## src/rtl/cgl_pkg.sv

```systemverilog
`default_nettype none
// ---------------------------------------------------------------------------
// cgl_pkg: shared types and constants of the colour grading LUT entry block
// Fixed-point widths, register codes, the config bundle and helper functions.
// ---------------------------------------------------------------------------
package cgl_pkg;

    // default largest grid size
    localparam int MAX_GRID_DEF = 33;

    // port widths
    localparam int IDX_W      = 6;
    localparam int CFG_IDX_W  = 3;
    localparam int CFG_DATA_W = 8;
    localparam int ENTRY_W    = 16;
    localparam int COL_W      = 16;

    // internal fixed-point widths
    localparam int Q16_W   = 21;   // signed Q4.16
    localparam int GAIN_W  = 16;   // signed Q2.14
    localparam int RECIP_W = 25;   // Q0.24 reciprocal, 1.0 included
    localparam int SAT_W   = 40;   // width of the saturator input

    // number of register stages from input to result
    localparam int PIPE_DEPTH = 7;

    localparam logic signed [GAIN_W-1:0] GAIN_ONE = 16'sd16384;
    localparam logic signed [GAIN_W-1:0] GAIN_MAX = 16'sd32767;
    localparam logic signed [Q16_W-1:0]  Q16_MAX  = 21'sd1048575;
    localparam logic signed [Q16_W-1:0]  Q16_MIN  = -21'sd1048576;
    localparam logic signed [Q16_W-1:0]  Q16_HALF = 21'sd32768;

    // rounding constant of a Q2.14 product
    localparam int Q14_RND = 8192;

    // luma weights, Q0.16
    localparam logic [16:0] LUMA_WR = 17'd19595;
    localparam logic [16:0] LUMA_WG = 17'd38470;
    localparam logic [16:0] LUMA_WB = 17'd7471;

    // x / 100 as (x * DIV100_MUL) >> DIV100_SH, exact for x below 2^23 + 2^22
    localparam logic [23:0] DIV100_MUL = 24'd10737419;
    localparam int          DIV100_SH  = 30;

    // register indexes of the configuration port
    typedef enum logic [CFG_IDX_W-1:0] {
        CFG_GRID_SIZE = 3'd0,
        CFG_RED_BAL   = 3'd1,
        CFG_BLUE_BAL  = 3'd2,
        CFG_BRIGHT    = 3'd3,
        CFG_CONTRAST  = 3'd4,
        CFG_SATUR     = 3'd5
    } t_cfg_idx;

    // derived configuration, held in registers
    typedef struct packed {
        logic        [RECIP_W-1:0] recip;
        logic signed [GAIN_W-1:0]  gain_r;
        logic signed [GAIN_W-1:0]  gain_b;
        logic signed [GAIN_W-1:0]  gain_c;
        logic signed [GAIN_W-1:0]  gain_s;
        logic signed [Q16_W-1:0]   offset;
    } t_cfg;

    // saturate to signed Q4.16
    function automatic logic signed [Q16_W-1:0] sat_q16(input logic signed [SAT_W-1:0] v);
        logic signed [Q16_W-1:0] res;
        if (v > SAT_W'(Q16_MAX)) begin
            res = Q16_MAX;
        end else if (v < SAT_W'(Q16_MIN)) begin
            res = Q16_MIN;
        end else begin
            res = Q16_W'(v);
        end
        return res;
    endfunction

    // round(2^24 / d), d = grid size minus one
    function automatic logic [RECIP_W-1:0] recip_q24(input logic [IDX_W-1:0] d);
        logic [RECIP_W-1:0] res;
        case (d)
            6'd1:    res = 25'd16777216;
            6'd2:    res = 25'd8388608;
            6'd3:    res = 25'd5592405;
            6'd4:    res = 25'd4194304;
            6'd5:    res = 25'd3355443;
            6'd6:    res = 25'd2796203;
            6'd7:    res = 25'd2396745;
            6'd8:    res = 25'd2097152;
            6'd9:    res = 25'd1864135;
            6'd10:   res = 25'd1677722;
            6'd11:   res = 25'd1525201;
            6'd12:   res = 25'd1398101;
            6'd13:   res = 25'd1290555;
            6'd14:   res = 25'd1198373;
            6'd15:   res = 25'd1118481;
            6'd16:   res = 25'd1048576;
            6'd17:   res = 25'd986895;
            6'd18:   res = 25'd932068;
            6'd19:   res = 25'd883011;
            6'd20:   res = 25'd838861;
            6'd21:   res = 25'd798915;
            6'd22:   res = 25'd762601;
            6'd23:   res = 25'd729444;
            6'd24:   res = 25'd699051;
            6'd25:   res = 25'd671089;
            6'd26:   res = 25'd645278;
            6'd27:   res = 25'd621378;
            6'd28:   res = 25'd599186;
            6'd29:   res = 25'd578525;
            6'd30:   res = 25'd559241;
            6'd31:   res = 25'd541201;
            6'd32:   res = 25'd524288;
            6'd33:   res = 25'd508400;
            6'd34:   res = 25'd493448;
            6'd35:   res = 25'd479349;
            6'd36:   res = 25'd466034;
            6'd37:   res = 25'd453438;
            6'd38:   res = 25'd441506;
            6'd39:   res = 25'd430185;
            6'd40:   res = 25'd419430;
            6'd41:   res = 25'd409200;
            6'd42:   res = 25'd399458;
            6'd43:   res = 25'd390168;
            6'd44:   res = 25'd381300;
            6'd45:   res = 25'd372827;
            6'd46:   res = 25'd364722;
            6'd47:   res = 25'd356962;
            6'd48:   res = 25'd349525;
            6'd49:   res = 25'd342392;
            6'd50:   res = 25'd335544;
            6'd51:   res = 25'd328965;
            6'd52:   res = 25'd322639;
            6'd53:   res = 25'd316551;
            6'd54:   res = 25'd310689;
            6'd55:   res = 25'd305040;
            6'd56:   res = 25'd299593;
            6'd57:   res = 25'd294337;
            6'd58:   res = 25'd289262;
            6'd59:   res = 25'd284360;
            6'd60:   res = 25'd279620;
            6'd61:   res = 25'd275036;
            6'd62:   res = 25'd270600;
            default: res = '0;
        endcase
        return res;
    endfunction

endpackage
`default_nettype wire

```

## src/rtl/cgl_index.sv

```systemverilog
`default_nettype none
// ---------------------------------------------------------------------------
// cgl_index: linear entry number
// (r*size+g)*size+b over two multiply stages, then delayed to line up with
// the colour path.
// ---------------------------------------------------------------------------
module cgl_index #(
    parameter int  MAX_GRID = cgl_pkg::MAX_GRID_DEF,
    localparam int GRID_W   = $clog2(MAX_GRID + 1)
) (
    input  wire logic                          i_clk,
    input  wire logic                          i_en,
    input  wire logic [GRID_W-1:0]             i_grid,
    input  wire logic [cgl_pkg::IDX_W-1:0]     i_red_index,
    input  wire logic [cgl_pkg::IDX_W-1:0]     i_green_index,
    input  wire logic [cgl_pkg::IDX_W-1:0]     i_blue_index,
    output logic      [cgl_pkg::ENTRY_W-1:0]   o_entry_index
);
    import cgl_pkg::*;

    localparam int A_W  = IDX_W + GRID_W + 1;
    localparam int P_W  = A_W + GRID_W + 1;
    localparam int E_W  = (P_W > ENTRY_W) ? P_W : ENTRY_W;
    localparam int DLY  = PIPE_DEPTH - 2;

    logic [A_W-1:0]     r_row;
    logic [IDX_W-1:0]   r_blue;
    logic [ENTRY_W-1:0] r_dly [DLY+1];
    logic [E_W-1:0]     n_entry;

    always_comb begin
        n_entry = E_W'(r_row) * E_W'(i_grid) + E_W'(r_blue);
    end

    // stage one: row offset; stage two: full index; then the delay line
    always_ff @(posedge i_clk) begin
        if (i_en) begin
            r_row    <= A_W'(i_red_index) * A_W'(i_grid) + A_W'(i_green_index);
            r_blue   <= i_blue_index;
            r_dly[0] <= n_entry[ENTRY_W-1:0];
            for (int k = 1; k <= DLY; k++) begin
                r_dly[k] <= r_dly[k-1];
            end
        end
    end

    assign o_entry_index = r_dly[DLY];

endmodule
`default_nettype wire

```

## config.mk

```make
export PLATFORM = sky130hd
export DESIGN_NAME = cgl_index
export DESIGN_NICKNAME = d
export VERILOG_FILES = /design/src/rtl/cgl_pkg.sv /design/src/rtl/cgl_index.sv
export SDC_FILE = /design/constraint.sdc
export NUM_CORES = 1
export LEC_CHECK = 0
export BUFFER_PORTS_ARGS = -buffer_cell sky130_fd_sc_hd__buf_4
export CORE_AREA = 2 2 139 107
export CTS_BUF_LIST = sky130_fd_sc_hd__clkbuf_4
export DETAILED_ROUTE_END_ITERATION = 10
export DIE_AREA = 0 0 141 109
export GPL_TIMING_DRIVEN = 0
export PLACE_DENSITY = 0.75
export SLEW_MARGIN = 10
export SYNTH_ARGS = -nofsm -noshare
export SYNTH_HDL_FRONTEND = slang
export SYNTH_SLANG_ARGS = --single-unit
```

## constraint.sdc

```tcl
create_clock -name i_clk -period 6.8 [get_ports i_clk]
set_input_delay 1.36 -clock i_clk [delete_from_list [all_inputs] [get_ports i_clk]]
set_output_delay 1.36 -clock i_clk [all_outputs]
set_load 0.1 [all_outputs]
```

## After elaboration in Yosys (flattened, before gate mapping)

Memories as Yosys holds them, arrays and structs flattened.
Cells that the tools add are included.

- Multiply operators: 2
- Mux-type cells: 2
- Add/subtract/negate cells: 2

Operator list:

| kind | number |
|---|---|
| adder 16 x 6 -> 16 bit | 1 |
| multiplier 13 x 6 -> 16 bit | 1 |
| adder 12 x 6 -> 13 bit | 1 |
| multiplier 6 x 6 -> 12 bit | 1 |
| two-way mux 1 bit | 2 |

- Input port bits: 26
- Logic and storage cells: 9
- Output and inout bits: 16
- Bits in registers: 19
- RAM bits: 96
- Memories: 1

Memory list:

| name | words | bits a word | read ports | clocked after Yosys merged registers in | write ports | RTL line | text |
|---|---|---|---|---|---|---|---|
| r_dly | 6 | 16 | 6 | 0 | 6 | cgl_index.sv:28 | `logic [ENTRY_W-1:0] r_dly [DLY+1];` |

## Depth between registers and ports, before layout

- Depth in word-level cells: 2
- Mapped depth: 17
- Gate-level depth less buffers: 16

## Worst setup path after synthesis

Ideal clock, no wire load.

- Path kind: input-to-reg
- Start: in i_grid[5]
- End: mem r_dly[0][13], data pin
- Path buffers: 1
- Path slack: 1.356 ns
- Cell stages on the path: 16
- Data arrival time: 5.186 ns
- Path through: clkbuf_1 -> nand2_1 -> fa_1 -> fa_1 -> inv_1 -> fa_1 -> inv_1 -> fa_1 -> inv_1 -> ha_1 -> a21oi_1 -> nor2b_1 -> a311oi_2 -> o21bai_1 -> a31oi_1 -> xnor2_1

RTL lines:

| what | RTL line | text |
|---|---|---|
| from (decl) | cgl_index.sv:13 | `input wire logic [GRID_W-1:0] i_grid,` |
| to (decl) | cgl_index.sv:28 |  |

==> results <==
- The wire length of the first global-routing pass is 20100 µm.
- The layer flagged by global routing as most heavily used is met2.
- In the post-synthesis netlist, the biggest area contributors are edfxtp_1 48%, fa_1 18%, ha_1 12%.
- The setup-violating endpoint count in the final report is 0.
- The worst setup path is launched from an input pin.
- The most used flip-flop cell after synthesis is edfxtp_1.
- Max-cap violations in this run came to 0.
- For this run, global-route usage on met3 was measured as 5.14%.
- The async set-or-reset flop fraction in the synthesized netlist is 0%.
- In this run the core area contains 38 standard-cell rows.
- The horizontal die dimension is 141 µm.
- The worst slack after detailed placement is 0.710 ns.
- After synthesis, the mean cell area works out to 13.7 µm².
- The clock-pin slew on the worst setup and hold paths is 0.11 ns.
- The root buffer cell chosen for the clock tree is clkbuf_4.
- The net count after synthesis is 688.
- The die covers 15400 µm².
- For the worst setup path, the data required time is 7.07 ns.
- The number of global-route vias before repair is 4248.
- The adder-cell share of the synthesized area is 29.8%.
- For the final database, setup skew stands at 0.0119 ns.
- The floorplan step set the die height to 109 µm.
- In this run the worst hold path is classified as flip-flop to flip-flop.
- The pin count of the biggest net entering global routing is 116.
- The count of buffers inserted at the top-level ports is 41.
- The most area-hungry cell type in the Yosys netlist is edfxtp_1.
- Global routing used 20.4% of the available met1 tracks.
- The clock net in this run drives a total of 115 sinks.
- Counting flops and latches in the post-synthesis netlist gives 115.
- For the pin with the worst max-slew slack, the measured transition is 0.578 ns.
- The filler cells instantiated in the layout total 1104.
- The via-per-instance ratio is 5.17.
- Once detailed placement completed, the half-perimeter wirelength came to 8520 µm.
- The DRC violations left is 0.
- The later pin in the worst-skew pair is clocked with a latency of 0.50 ns.
- The worst register-to-register path has a setup slack of 2.16 ns.
- The highest clock frequency the design can meet is 0.180 GHz.
- The final worst hold slack is 0.415 ns.
- The share of final-layout standard cells stronger than drive strength 1 is 13.1%.
- The layout net count is 749.
- For this run the aggregate overflow at the end of global routing stands at 0.
- For met2 alone, demand over resource in global routing was 29.5%.
- The area share of xor/xnor cells in the synthesized design is 3.14%.
- Setup repair after global routing left no endpoint under its margin.
- The routed wire length is 11700 µm.
- The core footprint is 14100 µm².
- Counting tap cells, the placed design contains a total of 750 instances.
- The number of flops mapped to enable cells by yosys is 115.
- The area of the mapped netlist is 7250 µm².
- The post-CTS resize count is 0.
- The starting density of the core is 51.4%.
- The fraction of the cycle the final worst path needs is 81.6%.
- After layout, the worst setup slack is 1.25 ns.
- The flow ran to the end, and the final reports show no timing, DRC or antenna violations.
- The detailed router finished its first iteration with 303 violations.
- The total CTS buffers is 17.
- Synthesis produced 529 cells.
- 42 I/O pins were placed.
- The yosys synthesis warning count is 0.
- After detailed routing, the average wire length per cell comes to 14.9 µm.
- By startpoint and endpoint, the worst setup path is classified as input pin to flip-flop.
- In the synthesized netlist, the cells that appear most often are 115 x edfxtp_1, 92 x and2_1, 67 x ha_1.
- In this run the worst path has a maximum fanout of 10.
- The detail route stage leaves a number of antenna-violating nets equal to 0.
- The number of hold violations in the final report came to 0.
- The finished layout holds 782 standard cells, fillers aside.
- The portion of the post-synthesis area used by sequential elements is 47.6%.
- The number of antenna violations at the first check in global routing was 0.
- The repair_antennas step left the layout with diodes totalling 0.
- The clock tree from TritonCTS is done.
- In the global route stage, overall resource usage came out at 17.0%.
- The type of destination of the critical path is a flip-flop.
- For this design, the CTS-stage hold fixing added 0 buffers.
- The simple-gate share of the synthesized area is 11.7%.
- The placer congestion estimate is 0.825.
- Relative to the synthesized area, the layout overhead comes to 11.5%.
- In the synthesized netlist, mux cells make up 0.138% of the area.
- The detailed-routing iteration count for the pre-antenna-repair pass is 5.
- The unique cell type count in the Yosys netlist is 38.
- By instance count, the leading cell after synthesis is edfxtp_1.
- The count of pins over their slew limit is 0.
- The top-area cell type share of the netlist area is 47.6%.
- The largest family of logic cells by synthesized area is adder cells.
- The final period demand of the worst path is 5.55 ns.
- The total number of vias is 4042.
- The clock tree buffer depth is 2.
- The worst pin sits at a relative slew slack of 61.0%.
- The number of levels the H-tree was split into is 4.
- The total negative slack for setup checks is 0 ns.
- The critical path arrival is 5.82 ns.
- Post-CTS timing repair inserted 0 buffers for setup.
- The synthesized netlist devotes 4.78% of its cell area to compound gates.
[sequential cells by signal, indices dropped and copies added (netlist names)]
| name | count |
|---|---|
| r_dly | 96 |
| r_row | 13 |
| r_blue | 6 |
[layer usage]
layer | wire length (µm) | share of wire (%)
met1 | 5060 | 43
met2 | 5910 | 51
met3 | 450 | 3.9
met4 | 251 | 2.2
met5 | 0 | 0
[final cells by class]
type                       count  area, µm²  area share (%)
buffer                         7       26.3           0.325
clock buffer                  18        135            1.67
clock inverter                13        138            1.70
inverter                      49        184            2.27
multi-input combinational    358       3590            44.4
sequential                   115       3450            42.7
tap                          180        225            2.78
timing repair buffer          42        339            4.19
[stage by stage]
| stage | utilization, % | area [µm²] |
|---|---|---|
| final | 57.3 | 8090 |
| after global routing | 57.3 | 8090 |
| after CTS | 57.1 | 8060 |
| after detailed placement | 55.1 | 7790 |
| after global placement | 55.1 | 7790 |
| after floorplan | - | 7250 |
[layout by cell type, fill, tap and decap left out, types with 2 or more instances in the layout]
master	synthesis	final
clkinv_1	0	2
ha_1	67	67
clkinv_2	0	2
xnor2_1	18	18
nand3_1	3	3
inv_1	49	49
o211ai_1	2	2
or2_2	2	2
clkinv_4	0	3
nor3_1	5	5
nand4b_1	2	2
xor2_1	8	8
fa_1	66	66
o21a_1	2	2
clkbuf_1	7	7
a21o_1	3	3
nor2_1	15	15
o21ai_0	5	5
a211oi_1	2	2
o21bai_1	3	3
nand2_1	25	25
a21oi_1	17	17
and2_1	92	92
bufinv_16	0	2
clkinvlp_4	0	3
nor2b_1	4	4
clkbuf_4	0	18
a31oi_1	2	2
edfxtp_1	115	115
buf_4	0	40
[cell families after synthesis]
kind of cell	Yosys count
flops	115
xor+xnor	26
buf+inv	56
simple gates	152
compound gates	46
mux	1
fa+ha+maj	133
[worst paths after layout]
| path | start | cells past startpoint | endpoint |
|---|---|---|---|
| min | r_dly[2][7] | 0 | r_dly[3][7] |
| max reg2reg | r_row[3] | 16 | r_dly[0][13] |
| max | i_grid[4] | 17 | r_dly[0][13] |
| min reg2reg | r_dly[2][7] | 0 | r_dly[3][7] |
[critical path, stage by stage]
cell and delay [ns]:
buf_4 0.14, clkbuf_1 0.41, nand2_1 0.15, fa_1 0.52
fa_1 0.54, inv_1 0.05, fa_1 0.52, inv_1 0.05
fa_1 0.50, inv_1 0.04, ha_1 0.36, a21oi_1 0.17
nor2b_1 0.07, a311oi_2 0.41, o21bai_1 0.19, a31oi_1 0.23
xnor2_1 0.09
Power is not shown: default switching activity piles up to over one toggle a cycle in this logic, so the estimate is an artifact.
