[config.mk]
export PLATFORM = sky130hd
export DESIGN_NAME = cgl_cfg
export DESIGN_NICKNAME = d
export VERILOG_FILES = /design/src/rtl/cgl_pkg.sv /design/src/rtl/cgl_cfg.sv
export SDC_FILE = /design/constraint.sdc
export NUM_CORES = 1
export LEC_CHECK = 0
export BUFFER_PORTS_ARGS = -buffer_cell sky130_fd_sc_hd__buf_2
export CAP_MARGIN = 25
export CELL_PAD_IN_SITES_DETAIL_PLACEMENT = 1
export CELL_PAD_IN_SITES_GLOBAL_PLACEMENT = 1
export CORE_AREA = 2 2 173 175
export DETAILED_ROUTE_END_ITERATION = 8
export DIE_AREA = 0 0 175 177
export PLACE_DENSITY = 0.83
export SYNTH_ARGS = -nofsm -noshare
export SYNTH_HDL_FRONTEND = slang
export SYNTH_SLANG_ARGS = --single-unit
export TNS_END_PERCENT = 10
[constraint.sdc]
create_clock -name i_clk -period 25.4 [get_ports i_clk]
set_input_delay 5.08 -clock i_clk [delete_from_list [all_inputs] [get_ports i_clk]]
set_output_delay 5.08 -clock i_clk [all_outputs]
set_load 0.01 [all_outputs]
[src/rtl/cgl_pkg.sv]
`default_nettype none
// ---------------------------------------------------------------------------
// cgl_pkg: shared types and constants of the colour grading LUT entry block
// Fixed-point widths, register codes, the config bundle and helper functions.
// ---------------------------------------------------------------------------
package cgl_pkg;

    // default largest grid size
    localparam int MAX_GRID_DEF = 33;

    // port widths
    localparam int IDX_W      = 6;
    localparam int CFG_IDX_W  = 3;
    localparam int CFG_DATA_W = 8;
    localparam int ENTRY_W    = 16;
    localparam int COL_W      = 16;

    // internal fixed-point widths
    localparam int Q16_W   = 21;   // signed Q4.16
    localparam int GAIN_W  = 16;   // signed Q2.14
    localparam int RECIP_W = 25;   // Q0.24 reciprocal, 1.0 included
    localparam int SAT_W   = 40;   // width of the saturator input

    // number of register stages from input to result
    localparam int PIPE_DEPTH = 7;

    localparam logic signed [GAIN_W-1:0] GAIN_ONE = 16'sd16384;
    localparam logic signed [GAIN_W-1:0] GAIN_MAX = 16'sd32767;
    localparam logic signed [Q16_W-1:0]  Q16_MAX  = 21'sd1048575;
    localparam logic signed [Q16_W-1:0]  Q16_MIN  = -21'sd1048576;
    localparam logic signed [Q16_W-1:0]  Q16_HALF = 21'sd32768;

    // rounding constant of a Q2.14 product
    localparam int Q14_RND = 8192;

    // luma weights, Q0.16
    localparam logic [16:0] LUMA_WR = 17'd19595;
    localparam logic [16:0] LUMA_WG = 17'd38470;
    localparam logic [16:0] LUMA_WB = 17'd7471;

    // x / 100 as (x * DIV100_MUL) >> DIV100_SH, exact for x below 2^23 + 2^22
    localparam logic [23:0] DIV100_MUL = 24'd10737419;
    localparam int          DIV100_SH  = 30;

    // register indexes of the configuration port
    typedef enum logic [CFG_IDX_W-1:0] {
        CFG_GRID_SIZE = 3'd0,
        CFG_RED_BAL   = 3'd1,
        CFG_BLUE_BAL  = 3'd2,
        CFG_BRIGHT    = 3'd3,
        CFG_CONTRAST  = 3'd4,
        CFG_SATUR     = 3'd5
    } t_cfg_idx;

    // derived configuration, held in registers
    typedef struct packed {
        logic        [RECIP_W-1:0] recip;
        logic signed [GAIN_W-1:0]  gain_r;
        logic signed [GAIN_W-1:0]  gain_b;
        logic signed [GAIN_W-1:0]  gain_c;
        logic signed [GAIN_W-1:0]  gain_s;
        logic signed [Q16_W-1:0]   offset;
    } t_cfg;

    // saturate to signed Q4.16
    function automatic logic signed [Q16_W-1:0] sat_q16(input logic signed [SAT_W-1:0] v);
        logic signed [Q16_W-1:0] res;
        if (v > SAT_W'(Q16_MAX)) begin
            res = Q16_MAX;
        end else if (v < SAT_W'(Q16_MIN)) begin
            res = Q16_MIN;
        end else begin
            res = Q16_W'(v);
        end
        return res;
    endfunction

    // round(2^24 / d), d = grid size minus one
    function automatic logic [RECIP_W-1:0] recip_q24(input logic [IDX_W-1:0] d);
        logic [RECIP_W-1:0] res;
        case (d)
            6'd1:    res = 25'd16777216;
            6'd2:    res = 25'd8388608;
            6'd3:    res = 25'd5592405;
            6'd4:    res = 25'd4194304;
            6'd5:    res = 25'd3355443;
            6'd6:    res = 25'd2796203;
            6'd7:    res = 25'd2396745;
            6'd8:    res = 25'd2097152;
            6'd9:    res = 25'd1864135;
            6'd10:   res = 25'd1677722;
            6'd11:   res = 25'd1525201;
            6'd12:   res = 25'd1398101;
            6'd13:   res = 25'd1290555;
            6'd14:   res = 25'd1198373;
            6'd15:   res = 25'd1118481;
            6'd16:   res = 25'd1048576;
            6'd17:   res = 25'd986895;
            6'd18:   res = 25'd932068;
            6'd19:   res = 25'd883011;
            6'd20:   res = 25'd838861;
            6'd21:   res = 25'd798915;
            6'd22:   res = 25'd762601;
            6'd23:   res = 25'd729444;
            6'd24:   res = 25'd699051;
            6'd25:   res = 25'd671089;
            6'd26:   res = 25'd645278;
            6'd27:   res = 25'd621378;
            6'd28:   res = 25'd599186;
            6'd29:   res = 25'd578525;
            6'd30:   res = 25'd559241;
            6'd31:   res = 25'd541201;
            6'd32:   res = 25'd524288;
            6'd33:   res = 25'd508400;
            6'd34:   res = 25'd493448;
            6'd35:   res = 25'd479349;
            6'd36:   res = 25'd466034;
            6'd37:   res = 25'd453438;
            6'd38:   res = 25'd441506;
            6'd39:   res = 25'd430185;
            6'd40:   res = 25'd419430;
            6'd41:   res = 25'd409200;
            6'd42:   res = 25'd399458;
            6'd43:   res = 25'd390168;
            6'd44:   res = 25'd381300;
            6'd45:   res = 25'd372827;
            6'd46:   res = 25'd364722;
            6'd47:   res = 25'd356962;
            6'd48:   res = 25'd349525;
            6'd49:   res = 25'd342392;
            6'd50:   res = 25'd335544;
            6'd51:   res = 25'd328965;
            6'd52:   res = 25'd322639;
            6'd53:   res = 25'd316551;
            6'd54:   res = 25'd310689;
            6'd55:   res = 25'd305040;
            6'd56:   res = 25'd299593;
            6'd57:   res = 25'd294337;
            6'd58:   res = 25'd289262;
            6'd59:   res = 25'd284360;
            6'd60:   res = 25'd279620;
            6'd61:   res = 25'd275036;
            6'd62:   res = 25'd270600;
            default: res = '0;
        endcase
        return res;
    endfunction

endpackage
`default_nettype wire

[src/rtl/cgl_cfg.sv]
`default_nettype none
// ---------------------------------------------------------------------------
// cgl_cfg: configuration registers
// Clamps the grid size and looks up its reciprocal, turns percent shifts
// into Q2.14 gains and the brightness percent into a Q4.16 offset.
// ---------------------------------------------------------------------------
module cgl_cfg #(
    parameter int  MAX_GRID = cgl_pkg::MAX_GRID_DEF,
    localparam int GRID_W   = $clog2(MAX_GRID + 1)
) (
    input  wire logic                             i_clk,
    input  wire logic                             i_rst_n,
    input  wire logic                             i_cfg_we,
    input  wire logic [cgl_pkg::CFG_IDX_W-1:0]    i_cfg_idx,
    input  wire logic [cgl_pkg::CFG_DATA_W-1:0]   i_cfg_data,
    output cgl_pkg::t_cfg                         o_cfg,
    output logic      [GRID_W-1:0]                o_grid
);
    import cgl_pkg::*;

    localparam int CW       = (GRID_W > IDX_W) ? GRID_W : IDX_W;
    localparam int GRID_RST = (17 > MAX_GRID) ? MAX_GRID : 17;

    t_cfg              r_cfg;
    logic [GRID_W-1:0] r_grid;

    logic signed [7:0]  s8;
    logic signed [8:0]  val9;
    logic               is_off;
    logic               neg;
    logic [7:0]         mag;
    logic [23:0]        x;
    logic [47:0]        prod;
    logic [17:0]        q;
    logic signed [18:0] r19;
    logic signed [GAIN_W-1:0] n_gain;
    logic signed [Q16_W-1:0]  n_offset;
    logic [CW-1:0]      size_in;
    logic [CW-1:0]      size_clamp;
    logic [CW-1:0]      size_m1;

    // shared divide-by-100 with rounding away from zero
    always_comb begin
        s8     = signed'(i_cfg_data);
        is_off = (t_cfg_idx'(i_cfg_idx) == CFG_BRIGHT);
        // offset: s*65536/100, gain: (100+s)*16384/100
        val9   = is_off ? 9'(s8) : (9'(s8) + 9'sd100);
        neg    = val9[8];
        mag    = 8'(neg ? -val9 : val9);
        x      = is_off ? ({mag, 16'd0} + 24'd50) : ({2'd0, mag, 14'd0} + 24'd50);
        prod   = 48'(x) * 48'(DIV100_MUL);
        q      = prod[47:DIV100_SH];
        r19    = neg ? -signed'({1'b0, q}) : signed'({1'b0, q});
        n_gain   = (r19 > 19'(GAIN_MAX)) ? GAIN_MAX : GAIN_W'(r19);
        n_offset = Q16_W'(r19);
    end

    // grid size clamp and reciprocal lookup
    always_comb begin
        size_in = CW'(i_cfg_data[IDX_W-1:0]);
        if (size_in < CW'(2)) begin
            size_clamp = CW'(2);
        end else if (size_in > CW'(MAX_GRID)) begin
            size_clamp = CW'(MAX_GRID);
        end else begin
            size_clamp = size_in;
        end
        size_m1 = size_clamp - CW'(1);
    end

    // register file; unknown indexes are ignored
    always_ff @(posedge i_clk) begin
        if (!i_rst_n) begin
            r_grid         <= GRID_W'(GRID_RST);
            r_cfg.recip    <= recip_q24(IDX_W'(GRID_RST - 1));
            r_cfg.gain_r   <= GAIN_ONE;
            r_cfg.gain_b   <= GAIN_ONE;
            r_cfg.gain_c   <= GAIN_ONE;
            r_cfg.gain_s   <= GAIN_ONE;
            r_cfg.offset   <= '0;
        end else if (i_cfg_we) begin
            case (t_cfg_idx'(i_cfg_idx))
                CFG_GRID_SIZE: begin
                    r_grid      <= GRID_W'(size_clamp);
                    r_cfg.recip <= recip_q24(IDX_W'(size_m1));
                end
                CFG_RED_BAL:  r_cfg.gain_r <= n_gain;
                CFG_BLUE_BAL: r_cfg.gain_b <= n_gain;
                CFG_BRIGHT:   r_cfg.offset <= n_offset;
                CFG_CONTRAST: r_cfg.gain_c <= n_gain;
                CFG_SATUR:    r_cfg.gain_s <= n_gain;
                default: ;
            endcase
        end
    end

    assign o_cfg  = r_cfg;
    assign o_grid = r_grid;

endmodule
`default_nettype wire

**Yosys cells after proc, flatten, opt, wreduce, memory -nomap -nowiden**

Memory sizes are Yosys's and may differ from the RTL's. A register that Yosys moved wholly into a read port is not among the register bits.
Index checks and enable logic that the tools add are counted.

- Add/subtract/negate cells: 6
- $mul: 1
- $lt $le $gt $ge: 3
- Equal/unequal tests: 5
- Muxes and demuxes: 7
- Reduce and logical (&&, ||, !) cells: 8

Operator list:

| operator | number |
|---|---|
| $mul A24 B24 Y48 const B | 1 |
| $add A24 B6 Y24 const B | 1 |
| $mux W24 | 1 |
| $add A22 B6 Y23 const B | 1 |
| $gt A19 B16 Y1 const B | 1 |
| $mux W19 | 1 |
| $neg A18 Y19 | 1 |
| $mux W16 | 1 |
| $mux W6 | 2 |
| $reduce_and A2 Y1 | 6 |
| $add A8 B8 Y9 const B | 1 |
| $mux W9 | 1 |
| $mux W8 | 1 |
| $neg A8 Y8 | 1 |
| $eq A3 B2 Y1 const B | 2 |
| $eq A3 B3 Y1 const B | 2 |
| $gt A6 B6 Y1 const B | 1 |
| $lt A6 B2 Y1 const B | 1 |
| $sub A6 B1 Y6 const B | 1 |
| $eq A3 B1 Y1 const B | 1 |
| $logic_not A3 Y1 | 1 |
| $logic_not A1 Y1 | 1 |

- Register bits after elaboration: 89
- Memory bits (read-only): 1600
- Input bits: 14
- Output and inout bits: 116
- Memories: 1

Memory list:

| memory | words | width | read ports | clocked after memory_dff | wr ports | RTL line | text |
|---|---|---|---|---|---|---|---|
| (no name shown) | 64 | 25 | 1 | 1 | 0 | cgl_pkg.sv:81 | `case (d)` |

**Longest topological paths before layout**

- Word-level depth: 11
- Mapped depth: 36
- Gate-level depth less buffers: 34

**Worst setup path after synthesis**

No wires, ideal clock.

- Path type: input -> register
- Start: input i_cfg_data[2] (netlist bit)
- End: register r_cfg (netlist bit o_cfg[44])
- Setup time: 81 ps
- Arrival time: 13600 ps
- Data required time: 25319 ps
- Path slack: 11719 ps
- Stages on the path: 34
- Cell sequence: clkbuf_1 > clkinv_1 > ha_1 > nor2_1 > a21oi_1 > or3_1 > and3_1 > o31a_1 > a21oi_1 > ha_1 > fa_1 > ha_1 > inv_1 > fa_1 > inv_1 > fa_1 > fa_1 > ha_1 > ha_1 > clkbuf_2 > and4_1 > nand4_1 > a21o_1 > nand4b_1 > xnor2_1 > ha_1 > inv_1 > a221o_1 > or4b_1 > nand4b_4 > nor4_4 > buf_6 > nor3_2 > a211oi_2

- Word-level cells in the longest chain between the ends: 11
- Elaborated cells on any way between the ends: 12
- Classes of those cells: add/sub: 5; mul: 1; order compare: 1; mux: 5

Ends and longest elaborated chain:

| element | RTL line | text |
|---|---|---|
| from (decl) | cgl_cfg.sv:15 | `input wire logic [cgl_pkg::CFG_DATA_W-1:0] i_cfg_data,` |
| $add A8 B8 Y9 | cgl_cfg.sv:47 | `val9 = is_off ? 9'(s8) : (9'(s8) + 9'sd100);` |
| $mux W9 * | cgl_cfg.sv:47 |  |
| $neg A8 Y8 | cgl_cfg.sv:49 | `mag = 8'(neg ? -val9 : val9);` |
| $mux W8 | cgl_cfg.sv:49 |  |
| $add A24 B6 Y24 or $add A22 B6 Y23 (tied branches) | cgl_cfg.sv:50 | `x = is_off ? ({mag, 16'd0} + 24'd50) : ({2'd0, mag, 14'd0} + 24'd50);` |
| $mux W24 | cgl_cfg.sv:50 |  |
| $mul A24 B24 Y48 | cgl_cfg.sv:51 | `prod = 48'(x) * 48'(DIV100_MUL);` |
| $neg A18 Y19 | cgl_cfg.sv:53 | `r19 = neg ? -signed'({1'b0, q}) : signed'({1'b0, q});` |
| $mux W19 * | cgl_cfg.sv:53 |  |
| $gt A19 B16 Y1 | cgl_cfg.sv:54 | `n_gain = (r19 > 19'(GAIN_MAX)) ? GAIN_MAX : GAIN_W'(r19);` |
| $mux W16 * | cgl_cfg.sv:54 |  |
| to (decl) | cgl_cfg.sv:24 | `t_cfg r_cfg;` |

Every way passes the cells marked *; elsewhere a longest branch is shown, timed or not.
A chain may end at the register's enable or synchronous reset.

**Worst setup path after layout**

- Start: input i_cfg_data[2] (netlist bit)
- End: register r_cfg (netlist bit o_cfg[50])

Same word-level chain as after synthesis.

==> run metrics <==
status finished, final reports clean; drt pass-1 iters 5; Iter 0 DRT Violations 1168; compound-gate portion of the synthesized area 0.236; synth-to-layout area growth 11.7%; Clock Latency Late Sink 420 ps; # diodes 0; post-cts resize count 0; Final period util 0.619; Cell Rows 63; clock transition at the registers of the reported paths 50 ps; commonest cells after routing, fill and taps aside 191 x ha_1, 155 x inv_1, 132 x a21oi_1, 129 x buf_2, 128 x nor2_1; GRT Overall Usage 0.297; Starting Density 0.442; Routed Antenna Nets 0; Nets 1957; IO buf count 129; initial antenna violation count 0; max cap viols 0; CP required 25710 ps; Synth Area in XOR/XNOR 0.0244; Max clock buf depth 2; Yosys cell types 78; max-slew violations 0; # hold bufs at CTS 0; Critical Path Fanout Max 24; most used routing layer met2; global-route wire length before repair 73.0 mm; commonest non-fill, non-tap cell in the layout ha_1; RSZ-0062 raised after global routing no; WS Path Type input pin to register; Placed Area 13800 µm²; largest family of logic cells by synthesized area adder cells; Crit path top cell by count ha_1; Mapped Cells 1605; Synthesis Warnings 0; Post-Synth Simple-Gate Area 0.165; CTS tree yes; Post-Synth Adder-Cell Area 0.312; final setup skew 0 ps; DR WL/cell 22.1 µm; CTS root buffer clkbuf_16; syn_nets 1892; Slowest cell on crit path o21a_1; clock sink total 114; ys flop type dfxtp_1; Vias/cell 6.11; hpwl dp 35.1 mm; Period minus WS final 15710 ps; vias in the first global route 13200; mux share of post-synthesis cell area 0.00891; # DRC 0; M1 GR Usage 0.386; Mapped Area 12900 µm²; largest net degree at the start of global routing 65; CTS buffer count 17; # IOs 130; CP max stage delay 790 ps; slew margin rel. 0.335; maximum clock rate 63.6 MHz; H-Tree Depth 4; final instance area 14400 µm²; GR Overflow Total 0; CP arrival 16020 ps; die area 31000 µm²; Setup Viol. Count Final 0; Core Region 29200 µm²; postcts setup bufs 0; fin util 0.494; register area share after synthesis 0.177; Post-synth ARST share 0; Setup TNS 0 ps; delay-heaviest family, CP adder cells; type of origin of the critical path input pin; worst-margin pin slew 994 ps; Crit. End Element register; worst hold path type register to register; #FFs+latches synth 114; Worst Path Buf+Inv 5; via count 12700; Avg Inst Size Synth 8.05 µm²; routed wire length 45.8 mm; GR Util met3 0.0339; share of layout cells above drive strength 1 0.132; Final Hold Violating Endpoints 0; Die H 177 µm; routability cong. 0.915; Die Wd 175 µm; grt met2 use 0.515; Post-synth EDFFs 0
[tightest hold or removal path, cell delays in order, from the launching register on]
cell and delay, ps:
dfxtp_1 300, nand2_1 50, a21oi_1 50
[registers in the layout (all words and copies together), names as in the netlist]
signal and flops:
o_grid 6, o_cfg 108
[metal layers]
metal | part of all wire | routed length [µm] | up-vias
met2 | 0.48 | 22200 | 464
met4 | 0.023 | 1060 | 0
met1 | 0.44 | 20200 | 6300
met3 | 0.052 | 2380 | 75
met5 | 0 | 0 | -
li1 | - | - | 5822
[synth_stat cells (10+ instances only)]
library cell | count | area, µm²
ha_1 | 191 | 2390
inv_1 | 156 | 586
a21oi_1 | 132 | 661
nor2_1 | 128 | 480
nand2_1 | 120 | 450
o21ai_0 | 115 | 576
dfxtp_1 | 114 | 2280
clkbuf_1 | 89 | 334
fa_1 | 82 | 1640
nor3_1 | 40 | 200
nand3_1 | 38 | 190
a31oi_1 | 37 | 231
o211ai_1 | 27 | 203
xnor2_1 | 24 | 210
a211oi_1 | 23 | 173
a21o_1 | 18 | 135
and3_1 | 15 | 93.8
and2_1 | 14 | 87.6
o311ai_0 | 13 | 114
xor2_1 | 12 | 105
a211oi_2 | 11 | 138
nand2b_1 | 10 | 62.6
nor2b_1 | 10 | 62.6
o21a_1 | 10 | 75.1
o22ai_1 | 10 | 62.6
[worst paths after layout]
kind	startpoint	to	slack (ps)	depth (start not counted)
setup / recovery	i_cfg_data[2]	o_cfg[50]	9690	30
hold / removal	o_cfg[101]	o_cfg[101]	450	2
setup reg to reg	o_cfg[50]	o_cfg[50]	24560	2
hold reg to reg	o_cfg[101]	o_cfg[101]	450	2
[metrics by stage]
stage | worst slack [ps] | cells | hold slack [ps]
CTS | 9810 | 2072 | 458
global route | 9060 | 2073 | 485
global placement | 9720 | 2040 | 438
detailed placement | 9440 | 2040 | 450
floorplan | 11720 | 1605 | 476
finish | 9690 | 2073 | 454
[cell families after synthesis]
group	Yosys count
AOI/OAI and AO/OA	476
and+or+nand+nor	436
adders and majority gates	273
buffers and inverters	261
DFF	114
xor gates and xnor gates	36
muxes	9
[cell type report]
class                      count  area, µm²
clock buffer                  20        467
timing repair buffer         149        796
sequential                   114       2280
tap                          390        488
clock inverter                12        131
multi-input combinational   1230       9680
inverter                     158        593
fill                        3596      14800
Power is left out: the tool's default activity adds up to more than one toggle a clock period on the data nets, which glitch-free logic cannot reach.
